## src/rtl/keyboard_scancode_fifo_macros.svh

```systemverilog
// Assertion macros for the keyboard scancode FIFO.
// Included by the modules that carry concurrent checks; depends on nothing.
`ifndef KEYBOARD_SCANCODE_FIFO_MACROS_SVH
`define KEYBOARD_SCANCODE_FIFO_MACROS_SVH
`ifndef SYNTH
// Same-cycle implication, disabled while reset is low.
`define KSF_ASSERT(label, clk, rst_n, ante, cons) \
  label: assert property (@(posedge clk) disable iff (!rst_n) (ante) |-> (cons)) \
    else $error("keyboard_scancode_fifo: check failed");
// Next-cycle implication, disabled while reset is low.
`define KSF_ASSERT_NEXT(label, clk, rst_n, ante, cons) \
  label: assert property (@(posedge clk) disable iff (!rst_n) (ante) |=> (cons)) \
    else $error("keyboard_scancode_fifo: check failed");
`else
`define KSF_ASSERT(label, clk, rst_n, ante, cons)
`define KSF_ASSERT_NEXT(label, clk, rst_n, ante, cons)
`endif
`endif

```

## src/rtl/ksf_pkg.sv

```systemverilog
// Shared types, constants and the scancode decode table of the keyboard FIFO.
// Used by every module of the block; depends on nothing.
`timescale 1ns / 1ps
`default_nettype none

package ksf_pkg;

  // Default depth of the character store; it holds one fewer entry.
  localparam int QUEUE_DEPTH_DEF = 128;
  // Fill level saturates at this value.
  localparam int FILL_MAX = 127;
  // Depth of the request queue between front and back (a power of two).
  localparam int OPQ_DEPTH = 2;
  // Bit of a set-1 scancode that marks a release.
  localparam int RELEASE_BIT = 7;

  // Request kinds handed from front to back.
  localparam logic [1:0] OP_NONE = 2'd0;
  localparam logic [1:0] OP_PUSH = 2'd1;
  localparam logic [1:0] OP_POP  = 2'd2;

  typedef struct packed {
    logic       mode;
    logic [7:0] scancode;
  } in_t;

  typedef struct packed {
    logic       char_valid;
    logic [6:0] character;
    logic       queue_empty;
    logic       overflow_seen;
    logic [6:0] fill_level;
  } out_t;

  typedef struct packed {
    logic [1:0] kind;
    logic [6:0] ch;
  } op_t;

  // Set-1 make code to ASCII; zero means the code has no mapping.
  function automatic logic [6:0] map_code(input logic [7:0] code);
    logic [6:0] c;
    unique case (code)
      8'h02: c = 7'h31;
      8'h03: c = 7'h32;
      8'h04: c = 7'h33;
      8'h05: c = 7'h34;
      8'h06: c = 7'h35;
      8'h07: c = 7'h36;
      8'h08: c = 7'h37;
      8'h09: c = 7'h38;
      8'h0A: c = 7'h39;
      8'h0B: c = 7'h30;
      8'h0C: c = 7'h2D;
      8'h0D: c = 7'h3D;
      8'h0E: c = 7'h08;
      8'h10: c = 7'h71;
      8'h11: c = 7'h77;
      8'h12: c = 7'h65;
      8'h13: c = 7'h72;
      8'h14: c = 7'h74;
      8'h15: c = 7'h79;
      8'h16: c = 7'h75;
      8'h17: c = 7'h69;
      8'h18: c = 7'h6F;
      8'h19: c = 7'h70;
      8'h1C: c = 7'h0A;
      8'h1E: c = 7'h61;
      8'h1F: c = 7'h73;
      8'h20: c = 7'h64;
      8'h21: c = 7'h66;
      8'h22: c = 7'h67;
      8'h23: c = 7'h68;
      8'h24: c = 7'h6A;
      8'h25: c = 7'h6B;
      8'h26: c = 7'h6C;
      8'h27: c = 7'h3B;
      8'h28: c = 7'h27;
      8'h2C: c = 7'h7A;
      8'h2D: c = 7'h78;
      8'h2E: c = 7'h63;
      8'h2F: c = 7'h76;
      8'h30: c = 7'h62;
      8'h31: c = 7'h6E;
      8'h32: c = 7'h6D;
      8'h33: c = 7'h2C;
      8'h34: c = 7'h2E;
      8'h35: c = 7'h2F;
      8'h39: c = 7'h20;
      default: c = 7'h00;
    endcase
    return c;
  endfunction

endpackage

`default_nettype wire

```

## src/rtl/keyboard_scancode_fifo.sv

```systemverilog
// Channel  Signals                          Direction  Content
// in       in_valid, in_ready, in_data      input      mode, scancode
// out      out_valid, out_ready, out_data   output     one status/character result
//
// Every accepted item yields exactly one result, in order. A push, a no-op and a
// pop of an empty queue go straight to the result register in the back end; a pop
// that returns a character first passes the registered read port of the character store.
// A two-entry request queue lets inputs be taken while the result waits.
// Reset is synchronous; the store is not cleared, only pointers, flag, state and valid.
// Top level of the keyboard scancode FIFO; uses ksf_pkg, ksf_front, ksf_opq, ksf_back.
`timescale 1ns / 1ps
`default_nettype none

module keyboard_scancode_fifo import ksf_pkg::*; #(
  parameter int QUEUE_DEPTH = QUEUE_DEPTH_DEF
) (
  input  wire  clk,
  input  wire  rst_n,
  input  wire  in_valid,
  output logic in_ready,
  input  in_t  in_data,
  output logic out_valid,
  input  wire  out_ready,
  output out_t out_data
);

  logic fq_valid;
  logic fq_ready;
  op_t  fq_data;
  logic qb_valid;
  logic qb_ready;
  op_t  qb_data;

  // Classify incoming items.
  ksf_front u_front (
    .in_valid (in_valid),
    .in_ready (in_ready),
    .in_data  (in_data),
    .op_valid (fq_valid),
    .op_ready (fq_ready),
    .op_data  (fq_data)
  );

  // Buffer requests between the two halves.
  ksf_opq u_opq (
    .clk      (clk),
    .rst_n    (rst_n),
    .wr_valid (fq_valid),
    .wr_ready (fq_ready),
    .wr_data  (fq_data),
    .rd_valid (qb_valid),
    .rd_ready (qb_ready),
    .rd_data  (qb_data)
  );

  // Execute requests against the character store.
  ksf_back #(
    .QUEUE_DEPTH (QUEUE_DEPTH)
  ) u_back (
    .clk       (clk),
    .rst_n     (rst_n),
    .op_valid  (qb_valid),
    .op_ready  (qb_ready),
    .op_data   (qb_data),
    .out_valid (out_valid),
    .out_ready (out_ready),
    .out_data  (out_data)
  );

endmodule

`default_nettype wire

```

## src/rtl/ksf_front.sv

```systemverilog
// Front end: accepts input items and classifies each one as push, pop or no-op.
// Depends on ksf_pkg for the item types, request codes and the decode table.
`timescale 1ns / 1ps
`default_nettype none

module ksf_front import ksf_pkg::*; (
  input  wire  in_valid,
  output logic in_ready,
  input  in_t  in_data,
  output logic op_valid,
  input  wire  op_ready,
  output op_t  op_data
);

  logic [6:0] ascii;

  // Decode the scancode; release codes never map.
  always_comb begin
    ascii = map_code(in_data.scancode);
    op_data.ch = ascii;
    if (in_data.mode) begin
      op_data.kind = OP_POP;
    end else if (!in_data.scancode[RELEASE_BIT] && (ascii != 7'h00)) begin
      op_data.kind = OP_PUSH;
    end else begin
      op_data.kind = OP_NONE;
    end
  end

  // Requests flow straight into the queue; it alone applies backpressure.
  assign op_valid = in_valid;
  assign in_ready = op_ready;

endmodule

`default_nettype wire

```

## src/rtl/ksf_opq.sv

```systemverilog
// Short request queue that decouples the front end from the back end.
// Depends on ksf_pkg for the request type and its depth.
`timescale 1ns / 1ps
`default_nettype none

module ksf_opq import ksf_pkg::*; (
  input  wire  clk,
  input  wire  rst_n,
  input  wire  wr_valid,
  output logic wr_ready,
  input  op_t  wr_data,
  output logic rd_valid,
  input  wire  rd_ready,
  output op_t  rd_data
);

  localparam int Aw = (OPQ_DEPTH > 1) ? $clog2(OPQ_DEPTH) : 1;
  localparam int Cw = $clog2(OPQ_DEPTH + 1);

  op_t           entries_r [OPQ_DEPTH];
  logic [Aw-1:0] wr_ptr_r;
  logic [Aw-1:0] rd_ptr_r;
  logic [Cw-1:0] count_r;
  logic          wr_fire;
  logic          rd_fire;

  assign wr_ready = (count_r != Cw'(OPQ_DEPTH));
  assign rd_valid = (count_r != '0);
  assign rd_data  = entries_r[rd_ptr_r];
  assign wr_fire  = wr_valid && wr_ready;
  assign rd_fire  = rd_valid && rd_ready;

  // Entry storage needs no reset.
  always_ff @(posedge clk) begin
    if (wr_fire) begin
      entries_r[wr_ptr_r] <= wr_data;
    end
  end

  // Pointers and occupancy.
  always_ff @(posedge clk) begin
    if (!rst_n) begin
      wr_ptr_r <= '0;
      rd_ptr_r <= '0;
      count_r  <= '0;
    end else begin
      if (wr_fire) begin
        wr_ptr_r <= wr_ptr_r + Aw'(1);
      end
      if (rd_fire) begin
        rd_ptr_r <= rd_ptr_r + Aw'(1);
      end
      if (wr_fire && !rd_fire) begin
        count_r <= count_r + Cw'(1);
      end else if (rd_fire && !wr_fire) begin
        count_r <= count_r - Cw'(1);
      end
    end
  end

endmodule

`default_nettype wire

```

## src/rtl/ksf_back.sv

```systemverilog
// Back end: owns the character store, its pointers and the overflow flag,
// carries out each request and registers one result for it. Uses ksf_pkg.
`timescale 1ns / 1ps
`default_nettype none
`include "keyboard_scancode_fifo_macros.svh"

module ksf_back import ksf_pkg::*; #(
  parameter int QUEUE_DEPTH = QUEUE_DEPTH_DEF
) (
  input  wire  clk,
  input  wire  rst_n,
  input  wire  op_valid,
  output logic op_ready,
  input  op_t  op_data,
  output logic out_valid,
  input  wire  out_ready,
  output out_t out_data
);

  localparam int Aw = (QUEUE_DEPTH > 1) ? $clog2(QUEUE_DEPTH) : 1;

  localparam logic ST_IDLE = 1'b0;
  localparam logic ST_RD   = 1'b1;

  logic [6:0]    store_r [QUEUE_DEPTH];
  logic [6:0]    rd_data_r;
  logic [Aw-1:0] wp_r;
  logic [Aw-1:0] wp_nxt;
  logic [Aw-1:0] rp_r;
  logic [Aw-1:0] rp_nxt;
  logic          lost_r;
  logic          lost_nxt;
  logic          state_r;
  logic          state_nxt;
  logic          out_valid_r;
  out_t          out_r;
  out_t          res;
  logic          op_fire;
  logic          mem_we;
  logic          rd_en;
  logic          out_we;
  logic          char_sel;
  logic [Aw:0]   fill;

  function automatic logic [Aw-1:0] advance(input logic [Aw-1:0] p);
    return (p == Aw'(QUEUE_DEPTH - 1)) ? '0 : p + Aw'(1);
  endfunction

  assign op_ready  = (state_r == ST_IDLE) && (!out_valid_r || out_ready);
  assign op_fire   = op_valid && op_ready;
  assign out_valid = out_valid_r;
  assign out_data  = out_r;

  // Request execution and pointer updates.
  always_comb begin
    wp_nxt    = wp_r;
    rp_nxt    = rp_r;
    lost_nxt  = lost_r;
    state_nxt = state_r;
    mem_we    = 1'b0;
    rd_en     = 1'b0;
    out_we    = 1'b0;
    char_sel  = 1'b0;
    unique case (state_r)
      ST_IDLE: begin
        if (op_fire) begin
          out_we = 1'b1;
          case (op_data.kind)
            OP_PUSH: begin
              if (advance(wp_r) == rp_r) begin
                lost_nxt = 1'b1;
              end else begin
                mem_we = 1'b1;
                wp_nxt = advance(wp_r);
              end
            end
            OP_POP: begin
              // A pop with data waits in ST_RD for the registered read.
              if (wp_r != rp_r) begin
                rd_en     = 1'b1;
                rp_nxt    = advance(rp_r);
                out_we    = 1'b0;
                state_nxt = ST_RD;
              end
            end
            default: begin
            end
          endcase
        end
      end
      ST_RD: begin
        out_we    = 1'b1;
        char_sel  = 1'b1;
        state_nxt = ST_IDLE;
      end
      default: begin
        state_nxt = ST_IDLE;
      end
    endcase
  end

  // Status after the step, taken from the updated pointers.
  always_comb begin
    if (wp_nxt >= rp_nxt) begin
      fill = {1'b0, wp_nxt} - {1'b0, rp_nxt};
    end else begin
      fill = {1'b0, wp_nxt} + (Aw + 1)'(QUEUE_DEPTH) - {1'b0, rp_nxt};
    end
    res.char_valid    = char_sel;
    res.character     = char_sel ? rd_data_r : 7'h00;
    res.queue_empty   = (wp_nxt == rp_nxt);
    res.overflow_seen = lost_nxt;
    if (32'(fill) > 32'(FILL_MAX)) begin
      res.fill_level = 7'(FILL_MAX);
    end else begin
      res.fill_level = 7'(fill);
    end
  end

  // Character store: one write port, one registered read port.
  always_ff @(posedge clk) begin
    if (mem_we) begin
      store_r[wp_r] <= op_data.ch;
    end
    if (rd_en) begin
      rd_data_r <= store_r[rp_r];
    end
  end

  // Result payload register.
  always_ff @(posedge clk) begin
    if (out_we) begin
      out_r <= res;
    end
  end

  // Control state.
  always_ff @(posedge clk) begin
    if (!rst_n) begin
      wp_r        <= '0;
      rp_r        <= '0;
      lost_r      <= 1'b0;
      state_r     <= ST_IDLE;
      out_valid_r <= 1'b0;
    end else begin
      wp_r    <= wp_nxt;
      rp_r    <= rp_nxt;
      lost_r  <= lost_nxt;
      state_r <= state_nxt;
      if (out_we) begin
        out_valid_r <= 1'b1;
      end else if (out_ready) begin
        out_valid_r <= 1'b0;
      end
    end
  end

  // Pointers stay inside the store.
  `KSF_ASSERT(a_ptr_range, clk, rst_n, 1'b1, (32'(wp_r) < 32'(QUEUE_DEPTH)) && (32'(rp_r) < 32'(QUEUE_DEPTH)))
  // The overflow flag is sticky.
  `KSF_ASSERT_NEXT(a_lost_sticky, clk, rst_n, lost_r, lost_r)
  // A pop waiting on the read never finds the result register occupied.
  `KSF_ASSERT(a_rd_out_free, clk, rst_n, state_r == ST_RD, !out_valid_r)
  // The read cycle always delivers a character.
  `KSF_ASSERT_NEXT(a_rd_delivers, clk, rst_n, state_r == ST_RD, out_valid_r && out_r.char_valid)

endmodule

`default_nettype wire

```

## config.mk

```make
export PLATFORM = sky130hd
export DESIGN_NAME = keyboard_scancode_fifo
export DESIGN_NICKNAME = d
export VERILOG_FILES = /design/src/rtl/ksf_pkg.sv /design/src/rtl/keyboard_scancode_fifo.sv /design/src/rtl/ksf_front.sv /design/src/rtl/ksf_opq.sv /design/src/rtl/ksf_back.sv
export VERILOG_INCLUDE_DIRS = /design/src /design/src/rtl
export SDC_FILE = /design/constraint.sdc
export NUM_CORES = 1
export LEC_CHECK = 0
export BUFFER_PORTS_ARGS = -buffer_cell sky130_fd_sc_hd__buf_2
export CAP_MARGIN = 30
export CORE_MARGIN = 2
export CORE_UTILIZATION = 63
export DETAILED_ROUTE_END_ITERATION = 16
export PLACE_DENSITY = 0.79
export REMOVE_ABC_BUFFERS = 1
export SYNTH_ARGS = -nofsm -noshare
export SYNTH_HDL_FRONTEND = slang
export SYNTH_SLANG_ARGS = --single-unit
```

## constraint.sdc

```tcl
create_clock -name clk -period 5.9 [get_ports clk]
set_input_delay 0 -clock clk [delete_from_list [all_inputs] [get_ports clk]]
set_output_delay 0 -clock clk [all_outputs]
set_load 0.05 [all_outputs]
```

==> impl_metrics.prom, run 1 <==
# TYPE chip_impl_metric gauge
chip_impl_metric{name="report.final.setup_viol",unit=""} 0
chip_impl_metric{name="floorplan.initialDensity",unit=""} 0.6351
chip_impl_info{name="netlist_top_cells_count",value="sky130_fd_sc_hd__edfxtp_1 (938), sky130_fd_sc_hd__mux2i_1 (181), sky130_fd_sc_hd__mux4_2 (144), sky130_fd_sc_hd__nor2_1 (105), sky130_fd_sc_hd__a22oi_1 (84)"} 1
chip_impl_metric{name="diode_insertion_count_for_antenna_repair",unit=""} 0
chip_impl_metric{name="grt_pass1_wl",unit="um"} 135600
chip_impl_metric{name="post_drt_via_cell_ratio",unit=""} 6.800
chip_impl_info{name="criticalPathCategory",value="flop to flop"} 1
chip_impl_metric{name="max-cap-violations",unit=""} 0
chip_impl_metric{name="globalplace.congestion",unit=""} 0.8611
chip_impl_metric{name="hold_depth",unit=""} 3
chip_impl_metric{name="placedInstanceArea",unit="um2"} 40420
chip_impl_metric{name="yosysWarnings",unit=""} 0
chip_impl_metric{name="io_buffer_count",unit=""} 31
chip_impl_metric{name="dp_hpwl",unit="um"} 55050
chip_impl_metric{name="synth_top_area_frac",unit=""} 0.7213
chip_impl_info{name="clock_tree.root_cell",value="sky130_fd_sc_hd__clkbuf_16"} 1
chip_impl_metric{name="combined_area_of_all_synthesized_cells",unit="um2"} 39050
chip_impl_info{name="reg2reg_from",value="u_back.wp_r[2]"} 1
chip_impl_info{name="hold_start",value="in_data[5]"} 1
chip_impl_metric{name="initial_antenna_violation_count",unit=""} 1
chip_impl_info{name="worst_path_max_delay_cell",value="sky130_fd_sc_hd__dfxtp_2"} 1
chip_impl_metric{name="io_pins",unit=""} 32
chip_impl_metric{name="cts.path.max_buffers",unit=""} 3
chip_impl_metric{name="drc",unit=""} 0
chip_impl_info{name="cp_cell_sequence",value="buf_4, xnor2_1, xnor2_1, a2111o_1, o21ai_4, mux2i_1, ha_1, inv_1, fa_1, a21o_1, a21oi_1, a21oi_1, nor2b_1, or3b_2, o21ai_0"} 1
chip_impl_metric{name="vias",unit=""} 21510
chip_impl_metric{name="layout-drive-gt1-share",unit=""} 0.1930
chip_impl_metric{name="wl_per_cell",unit="um"} 28.71
chip_impl_metric{name="synth_enable_flop_cells",unit=""} 938
chip_impl_metric{name="cts_resized",unit=""} 0
chip_impl_info{name="hold_path.class",value="input port to flop"} 1
chip_impl_info{name="synth.area.top_cells",value="sky130_fd_sc_hd__edfxtp_1 (72%), sky130_fd_sc_hd__mux4_2 (8.3%), sky130_fd_sc_hd__mux2i_1 (4.6%)"} 1
chip_impl_metric{name="clk_sink_count",unit=""} 960
chip_impl_metric{name="finalPower",unit="W"} 0.01559
chip_impl_info{name="post-synth-top-count-cell",value="sky130_fd_sc_hd__edfxtp_1"} 1
chip_impl_metric{name="setup.reg_to_reg.worst_slack",unit="ns"} 0.95
chip_impl_metric{name="count_of_endpoints_failing_hold_in_the_final_timing_report",unit=""} 0
chip_impl_info{name="cts_tree",value="yes"} 1
chip_impl_metric{name="design_area",unit="um2"} 43570
chip_impl_metric{name="synthArstFlopShare",unit=""} 0
chip_impl_metric{name="max_slew_vio_count",unit=""} 0
chip_impl_metric{name="dpl_worst_slack",unit="ns"} 1.125
chip_impl_metric{name="leakage",unit="nW"} 13.43
chip_impl_metric{name="grt_overflow",unit=""} 0
chip_impl_metric{name="syn_to_final_growth",unit="%"} 11.58
chip_impl_metric{name="final.fill_count",unit=""} 3701
chip_impl_metric{name="synth-seq-area-share",unit=""} 0.7326
chip_impl_metric{name="drt_pre_antenna_iters",unit=""} 8
chip_impl_metric{name="grtUsageTotal",unit=""} 0.2889
chip_impl_metric{name="drt_total_wl",unit="um"} 90820
chip_impl_metric{name="drt_iter0_drc",unit=""} 2557
chip_impl_metric{name="relSlewSlack",unit=""} 0.2612
chip_impl_metric{name="placeableCoreArea",unit="um2"} 61480
chip_impl_metric{name="cts.clk_slew.worst_paths",unit="ns"} 0.06
chip_impl_metric{name="finalCoreUtilization",unit=""} 0.7087
chip_impl_metric{name="fin_worst_skew",unit="ns"} 0.02757
chip_impl_metric{name="drtAntennaViolNets",unit=""} 0
chip_impl_metric{name="cts-buffers-inserted",unit=""} 93
chip_impl_info{name="synth_top_cell_by_area",value="sky130_fd_sc_hd__edfxtp_1"} 1
chip_impl_metric{name="post_synth_inst_count",unit=""} 2193
chip_impl_metric{name="synth.ff_latch_count",unit=""} 960
chip_impl_info{name="worst_setup_path_startpoint",value="u_back.wp_r[2]"} 1
chip_impl_metric{name="die_height",unit="um"} 253.0
chip_impl_metric{name="die_width",unit="um"} 253.0
chip_impl_metric{name="critical_path_peak_fanout",unit=""} 47
chip_impl_info{name="min_delay_worst_endpoint",value="u_opq.entries_r[1][3]"} 1
chip_impl_metric{name="critical_path_arrival",unit="ns"} 5.42
chip_impl_metric{name="timing_worst_slew_pin_value",unit="ns"} 1.108
chip_impl_info{name="grt_setup_unrepaired",value="no"} 1
chip_impl_info{name="run_status",value="complete, no violations"} 1
chip_impl_metric{name="power.density_cell_area",unit="nW/um2"} 357.8
chip_impl_metric{name="r2r_cells",unit=""} 15
chip_impl_metric{name="post_synth.cell_area_avg",unit="um2"} 17.81
chip_impl_metric{name="layout.nets",unit=""} 2334
chip_impl_info{name="critical_path.startpoint_type",value="flop"} 1
chip_impl_metric{name="core.rowCount",unit=""} 91
chip_impl_metric{name="achievable-frequency",unit="MHz"} 201.9
chip_impl_info{name="reg2reg_to",value="u_back.out_data[5]"} 1
chip_impl_metric{name="layout_worst_path_cycle_share",unit=""} 0.8393
chip_impl_metric{name="h_tree_depth",unit=""} 3
chip_impl_metric{name="critPathRequiredTime",unit="ns"} 6.37
chip_impl_metric{name="longest_individual_stage_delay_on_the_worst_path",unit="ns"} 0.64
chip_impl_metric{name="post_synth_cell_types",unit=""} 70
chip_impl_metric{name="clkLatencyLatePin",unit="ns"} 0.65
chip_impl_metric{name="maximum_number_of_pins_on_one_net_before_global_route_repair",unit=""} 89
chip_impl_metric{name="minimum_clock_period_after_layout",unit="ns"} 4.952
chip_impl_metric{name="die_area",unit="um2"} 63990
chip_impl_metric{name="first_global_vias",unit=""} 21510
chip_impl_info{name="synthFlopType",value="sky130_fd_sc_hd__edfxtp_1"} 1
chip_impl_metric{name="peakVddDrop",unit="V"} 0.0004907
chip_impl_info{name="setup_crit_end_kind",value="flop"} 1
chip_impl_metric{name="fin_tns_setup",unit="ns"} 0
chip_impl_metric{name="worst_slack",unit="ns"} 0.9480
cell families after synthesis:
logic type,after synthesis,share of synthesized area
DFF,960,0.7326
and+or+nand+nor,399,0.05268
buffers and inverters,162,0.01807
muxes,334,0.1320
AOI/OAI and AO/OA,291,0.05168
adders and majority gates,21,0.006921
xor gates and xnor gates,26,0.006024
flip-flops by register name, indices dropped and copies added, names as in the netlist, named ones only:
signal and cells:
u_back.rp_r 7, u_opq.wr_ptr_r 1, u_opq.rd_ptr_r 1, u_back.out_data 17, u_back.state_r 1, u_back.out_valid 1
u_opq.count_r 2, u_back.wp_r 7, u_opq.entries_r 18, u_back.rd_data_r 7, u_back.lost_r 1, u_back.store_r 896
report_power, final:
group / internal (W) / switching (W) / leakage (nW)
sequential: 0.00818 / 0.0000843 / 8.67
clock: 0.00331 / 0.00247 / 1.44
combinational: 0.000298 / 0.00124 / 3.32
total: 0.0118 / 0.00379 / 13.4
cells in the final DEF (no fill, tap or decap), types with 19 or more instances in the layout:
cell type                   instances
sky130_fd_sc_hd__nand2_1           48
sky130_fd_sc_hd__edfxtp_1         938
sky130_fd_sc_hd__nor4_1            71
sky130_fd_sc_hd__ha_1              20
sky130_fd_sc_hd__nor3_1            59
sky130_fd_sc_hd__mux4_2           144
sky130_fd_sc_hd__a22oi_1           84
sky130_fd_sc_hd__o21ai_0           27
sky130_fd_sc_hd__buf_4             97
sky130_fd_sc_hd__buf_2             42
sky130_fd_sc_hd__nor2b_1           22
sky130_fd_sc_hd__clkbuf_16         94
sky130_fd_sc_hd__mux2i_1          181
sky130_fd_sc_hd__clkinv_1          20
sky130_fd_sc_hd__a21oi_1           50
sky130_fd_sc_hd__nand2b_1          22
sky130_fd_sc_hd__o22ai_1           50
sky130_fd_sc_hd__nor2_1           103
sky130_fd_sc_hd__a211oi_1          19
what timing repair did:
action	in CTS	in global routing
setup endpoints to repair	0	0
endpoints found under the hold margin	49	0
hold buffers	10	0
buffers inserted	0	0
metrics by stage:
stage / cells / hold WS [ns]
3_3_place_gp: 2960 / 0.2220
3_5_place_dp: 2979 / 0.2217
5_1_grt: 3163 / 0.06523
6_report: 3163 / 0.03646
4_1_cts: 3157 / 0.002456
2_1_floorplan: 2049 / 0.09887
cell type report:
cell class                 count  area [um2]  area share
sequential                   960       28620      0.6568
multi-input combinational   1071        9791      0.2247
clock buffer                 111        2416     0.05545
timing repair buffer         156        1162     0.02668
tap                          790       988.4     0.02269
clock inverter                57       526.8     0.01209
inverter                      18       67.56    0.001551
routing by layer:
metal,GRT usage,vias up,part of all wire
met1,0.4004,10920,0.38
li1,-,9141,-
met2,0.4573,1231,0.48
met5,0,-,0.00014
met4,0.1134,2,0.036
met3,0.06065,216,0.096
worst max-delay path by stage:
stage                         endpoint  cells after the start
finish              u_back.out_data[5]                     15
global route        u_back.out_data[3]                     15
global placement    u_back.out_data[5]                     15
detailed placement  u_back.out_data[3]                     15
CTS                 u_back.out_data[5]                     15
floorplan           u_back.out_data[5]                     14
worst max-delay path, delay by kind of cell, from the launching register on:
family / cells / cell delay (ns)
simple gates: 2 / 0.62
flops: 1 / 0.64
fa+ha+maj: 2 / 0.60
compound gates: 6 / 1.51
buf+inv: 2 / 0.70
xor+xnor: 2 / 0.42
mux: 1 / 0.24
Power figures use the tool's default switching activity.
==> inputs of run 2 (changes only) <==
--- a/config.mk
+++ b/config.mk
@@ -6,12 +6,13 @@
 export SDC_FILE = /design/constraint.sdc
 export NUM_CORES = 1
 export LEC_CHECK = 0
+export ABC_AREA = 1
 export BUFFER_PORTS_ARGS = -buffer_cell sky130_fd_sc_hd__buf_2
 export CAP_MARGIN = 30
 export CORE_MARGIN = 2
-export CORE_UTILIZATION = 63
+export CORE_UTILIZATION = 57
 export DETAILED_ROUTE_END_ITERATION = 16
-export PLACE_DENSITY = 0.79
+export PLACE_DENSITY = 0.76
 export REMOVE_ABC_BUFFERS = 1
 export SYNTH_ARGS = -nofsm -noshare
 export SYNTH_HDL_FRONTEND = slang
==> constraint.sdc (replaced) <==
create_clock -name clk -period 4.2 [get_ports clk]
set_input_delay 0 -clock clk [delete_from_list [all_inputs] [get_ports clk]]
set_output_delay 0 -clock clk [all_outputs]
set_load 0.05 [all_outputs]
==> run 2 against run 1 <==
Compared with the run above:
- synthesized cell count grew 66%
- global-route usage shrank 1.5 points
- first-iteration DRC count grew 46%
- sequential share of layout area shrank 1.6 points
- wire length grew 9.9%
- via count grew 28%
- cell area grew 2.6%
- critical path depth grew 8
- hold slack lost 0.0019 ns
- register-to-register slack lost 0.53 ns
- clock power grew 37%
- synthesized area grew 3.3%
- largest power group unchanged
==> impl_metrics.prom, run 2 <==
# TYPE chip_impl_metric gauge
chip_impl_info{name="run_status",value="complete, no violations"} 1
chip_impl_metric{name="synthArstFlopShare",unit=""} 0
chip_impl_metric{name="synth_enable_flop_cells",unit=""} 938
chip_impl_metric{name="dp_hpwl",unit="um"} 57170
chip_impl_metric{name="leakage",unit="nW"} 16.20
chip_impl_metric{name="longest_individual_stage_delay_on_the_worst_path",unit="ns"} 0.43
chip_impl_metric{name="clkLatencyLatePin",unit="ns"} 0.66
chip_impl_metric{name="power.density_cell_area",unit="nW/um2"} 601.8
chip_impl_metric{name="wl_per_cell",unit="um"} 21.41
chip_impl_metric{name="first_global_vias",unit=""} 26840
chip_impl_metric{name="max-cap-violations",unit=""} 0
chip_impl_metric{name="minimum_clock_period_after_layout",unit="ns"} 3.784
chip_impl_metric{name="timing_worst_slew_pin_value",unit="ns"} 1.053
chip_impl_metric{name="layoutNonFillerInstCount",unit=""} 4663
chip_impl_metric{name="globalplace.congestion",unit=""} 0.9259
chip_impl_metric{name="yosysWarnings",unit=""} 0
chip_impl_metric{name="max_slew_vio_count",unit=""} 0
chip_impl_metric{name="die_width",unit="um"} 270.0
chip_impl_info{name="largest-register",value="u_back.store_r"} 1
chip_impl_metric{name="dp.cells",unit=""} 4488
chip_impl_metric{name="post_synth.cell_area_avg",unit="um2"} 11.10
chip_impl_info{name="mostFrequentLayoutCell",value="sky130_fd_sc_hd__nand2_1"} 1
chip_impl_metric{name="combined_area_of_all_synthesized_cells",unit="um2"} 40330
chip_impl_metric{name="vias",unit=""} 27540
chip_impl_metric{name="syn_to_final_growth",unit="%"} 10.80
chip_impl_info{name="cts_tree",value="yes"} 1
chip_impl_metric{name="floorplan.initialDensity",unit=""} 0.5759
chip_impl_metric{name="finalPower",unit="W"} 0.02689
chip_impl_info{name="cpMostUsedCell",value="sky130_fd_sc_hd__nand2_1"} 1
chip_impl_info{name="synthFlopType",value="sky130_fd_sc_hd__edfxtp_1"} 1
chip_impl_metric{name="report.final.setup_viol",unit=""} 0
chip_impl_metric{name="drt_iter0_drc",unit=""} 3729
chip_impl_metric{name="die_height",unit="um"} 270.0
chip_impl_info{name="critical-path-top-delay-family",value="simple AND/OR/NAND/NOR gates"} 1
chip_impl_metric{name="clk_sink_count",unit=""} 960
chip_impl_info{name="final_cell_mix",value="sky130_fd_sc_hd__nand2_1 (1,130), sky130_fd_sc_hd__edfxtp_1 (938), sky130_fd_sc_hd__nand3_1 (815)"} 1
chip_impl_metric{name="setup.reg_to_reg.worst_slack",unit="ns"} 0.42
chip_impl_metric{name="layout.nets",unit=""} 3690
chip_impl_metric{name="grtUsageTotal",unit=""} 0.2741
chip_impl_metric{name="cts.path.max_buffers",unit=""} 3
chip_impl_metric{name="drt_pre_antenna_iters",unit=""} 6
chip_impl_metric{name="placedInstanceArea",unit="um2"} 41700
chip_impl_info{name="netlist_top_cells_count",value="sky130_fd_sc_hd__nand2_1 (1,131), sky130_fd_sc_hd__edfxtp_1 (938), sky130_fd_sc_hd__nand3_1 (815), sky130_fd_sc_hd__nor2_1 (242), sky130_fd_sc_hd__clkbuf_1 (132)"} 1
chip_impl_metric{name="synth.ff_latch_count",unit=""} 960
chip_impl_metric{name="largest_register_ff_count",unit=""} 896
chip_impl_metric{name="core.rowCount",unit=""} 97
chip_impl_metric{name="synth-seq-area-share",unit=""} 0.7094
chip_impl_metric{name="layout-drive-gt1-share",unit=""} 0.08031
chip_impl_info{name="worst_path_max_delay_cell",value="sky130_fd_sc_hd__dfxtp_2"} 1
chip_impl_metric{name="cts-buffers-inserted",unit=""} 94
chip_impl_metric{name="drc",unit=""} 0
chip_impl_metric{name="cts.clk_slew.worst_paths",unit="ns"} 0.06
chip_impl_info{name="hold_path.class",value="input port to flop"} 1
chip_impl_metric{name="drtAntennaViolNets",unit=""} 0
chip_impl_metric{name="placeableCoreArea",unit="um2"} 70030
chip_impl_metric{name="io_buffer_count",unit=""} 31
chip_impl_metric{name="grt_pass1_wl",unit="um"} 154500
chip_impl_metric{name="fin_tns_setup",unit="ns"} 0
chip_impl_metric{name="diode_insertion_count_for_antenna_repair",unit=""} 0
chip_impl_metric{name="post_synth_cell_types",unit=""} 35
chip_impl_metric{name="h_tree_depth",unit=""} 3
chip_impl_metric{name="io_pins",unit=""} 32
chip_impl_info{name="critical_path.startpoint_type",value="flop"} 1
chip_impl_metric{name="relSlewSlack",unit=""} 0.2980
chip_impl_metric{name="maximum_number_of_pins_on_one_net_before_global_route_repair",unit=""} 209
chip_impl_metric{name="design_area",unit="um2"} 44680
chip_impl_info{name="criticalPathCategory",value="flop to flop"} 1
chip_impl_metric{name="drt_total_wl",unit="um"} 99830
chip_impl_metric{name="fin_worst_skew",unit="ns"} 0.02341
chip_impl_metric{name="die_area",unit="um2"} 72890
chip_impl_info{name="synth_top_cell_by_area",value="sky130_fd_sc_hd__edfxtp_1"} 1
chip_impl_metric{name="layout_worst_path_cycle_share",unit=""} 0.9009
chip_impl_metric{name="worst-path-buf-inv",unit=""} 3
chip_impl_metric{name="achievable-frequency",unit="MHz"} 264.3
chip_impl_metric{name="post_drt_via_cell_ratio",unit=""} 5.906
chip_impl_info{name="grt_setup_unrepaired",value="no"} 1
chip_impl_info{name="setup_crit_end_kind",value="flop"} 1
chip_impl_metric{name="post_synth_inst_count",unit=""} 3632
chip_impl_info{name="cp_cell_sequence",value="ha_1, nand2_1, nor2_2, nand2_2, nand3_1, nand2_1, nand2_1, nand2_1, o21bai_1, buf_4, nand2_1, nand2_1, inv_1, fa_1, nand2_1, nand2_1, a21oi_2, nor2_1, nor3_1, or2_2, nand2_1, inv_1, o21ai_0"} 1
chip_impl_metric{name="post_cts.repair.setup_buffers",unit=""} 0
chip_impl_metric{name="critical_path_peak_fanout",unit=""} 8
chip_impl_metric{name="grt_overflow",unit=""} 0
chip_impl_metric{name="initial_antenna_violation_count",unit=""} 1
chip_impl_metric{name="critical_path_arrival",unit="ns"} 4.19
chip_impl_metric{name="count_of_endpoints_failing_hold_in_the_final_timing_report",unit=""} 0
chip_impl_metric{name="synth_top_area_frac",unit=""} 0.6984
chip_impl_metric{name="critPathRequiredTime",unit="ns"} 4.60
chip_impl_info{name="post-synth-top-count-cell",value="sky130_fd_sc_hd__nand2_1"} 1
chip_impl_metric{name="peakVddDrop",unit="V"} 0.0004695
chip_impl_info{name="synth.area.top_cells",value="sky130_fd_sc_hd__edfxtp_1 (70%), sky130_fd_sc_hd__nand2_1 (11%), sky130_fd_sc_hd__nand3_1 (10%)"} 1
chip_impl_info{name="clock_tree.root_cell",value="sky130_fd_sc_hd__clkbuf_16"} 1
-- run 2: changes by cell type after synthesis, sizes merged, moves of 21 or more --
cell    change
a22oi      -84
clkbuf     +57
inv        +67
mux2i     -181
mux4      -144
nand2    +1084
nand2b     -22
nand3     +810
nor2      +139
nor2b      -23
nor3       -55
nor4       -73
o21ai      +21
o22ai      -36
-- run 2: path summary, 6_finish.rpt --
| path | depth (start not counted) | start | endpoint |
|---|---|---|---|
| setup reg to reg | 23 | u_back.wp_r[0] | u_back.out_data[2] |
| hold reg to reg | 2 | u_back.lost_r | u_back.lost_r |
| hold / removal | 6 | in_data[2] | u_opq.entries_r[0][1] |
| setup / recovery | 23 | u_back.wp_r[0] | u_back.out_data[2] |
-- run 2: power breakdown --
group	internal, W	leakage, nW	total, W	switching, W
combinational	0.00176	6.14	0.00700	0.00525
sequential	0.0118	8.66	0.0120	0.000174
clock	0.00439	1.39	0.00789	0.00350
-- run 2: tightest hold or removal path: cells and delay by family --
kind                   cells  cell delay [ns]
AND/OR/NAND/NOR            3             0.19
AO/OA/AOI/OAI              1             0.12
buffers and inverters      2             0.27
-- run 2: cell families (layout without fill, tap and decap cells) --
family	Yosys count	count (layout)	synth area share
simple gates	2217	2217	0.2350
mux	7	7	0.001955
xor+xnor	8	8	0.001737
fa+ha+maj	21	21	0.006701
buf+inv	307	398	0.03040
compound gates	112	112	0.01480
flops	960	960	0.7094
-- run 2: final cells by class --
class                      instances  area [um2]
sequential                       960       28620
fill                            5279       25350
clock inverter                    49       392.9
timing repair buffer             144        1159
multi-input combinational       2365       10530
clock buffer                     114        2449
inverter                          91       356.6
tap                              940        1176
-- run 2: what timing repair did --
item | in CTS | in global routing
endpoints found under the hold margin | 58 | 0
setup endpoints to repair | 0 | 7
hold buffers | 11 | 0
gates resized for setup | 0 | 4
-- run 2: metrics by stage --
step / util / hold WS, ns / setup WS (ns)
3_5_place_dp: 0.5954 / 0.2415 / 0.1655
2_1_floorplan: - / 0.09887 / -16.29
4_1_cts: 0.6375 / 0.008074 / 0.1519
3_3_place_gp: 0.5950 / 0.2428 / 0.2707
5_1_grt: 0.6381 / 0.1155 / 0.01575
6_report: 0.6381 / 0.03457 / 0.4163
-- run 2: routing by layer --
metal,wire length (um),share of wire,vias up,GRT usage
li1,-,-,12720,-
met4,3575,0.036,0,0.1007
met3,9781,0.098,220,0.04801
met2,47610,0.48,1447,0.4453
met1,38860,0.39,13150,0.3740
met5,0,0,-,0
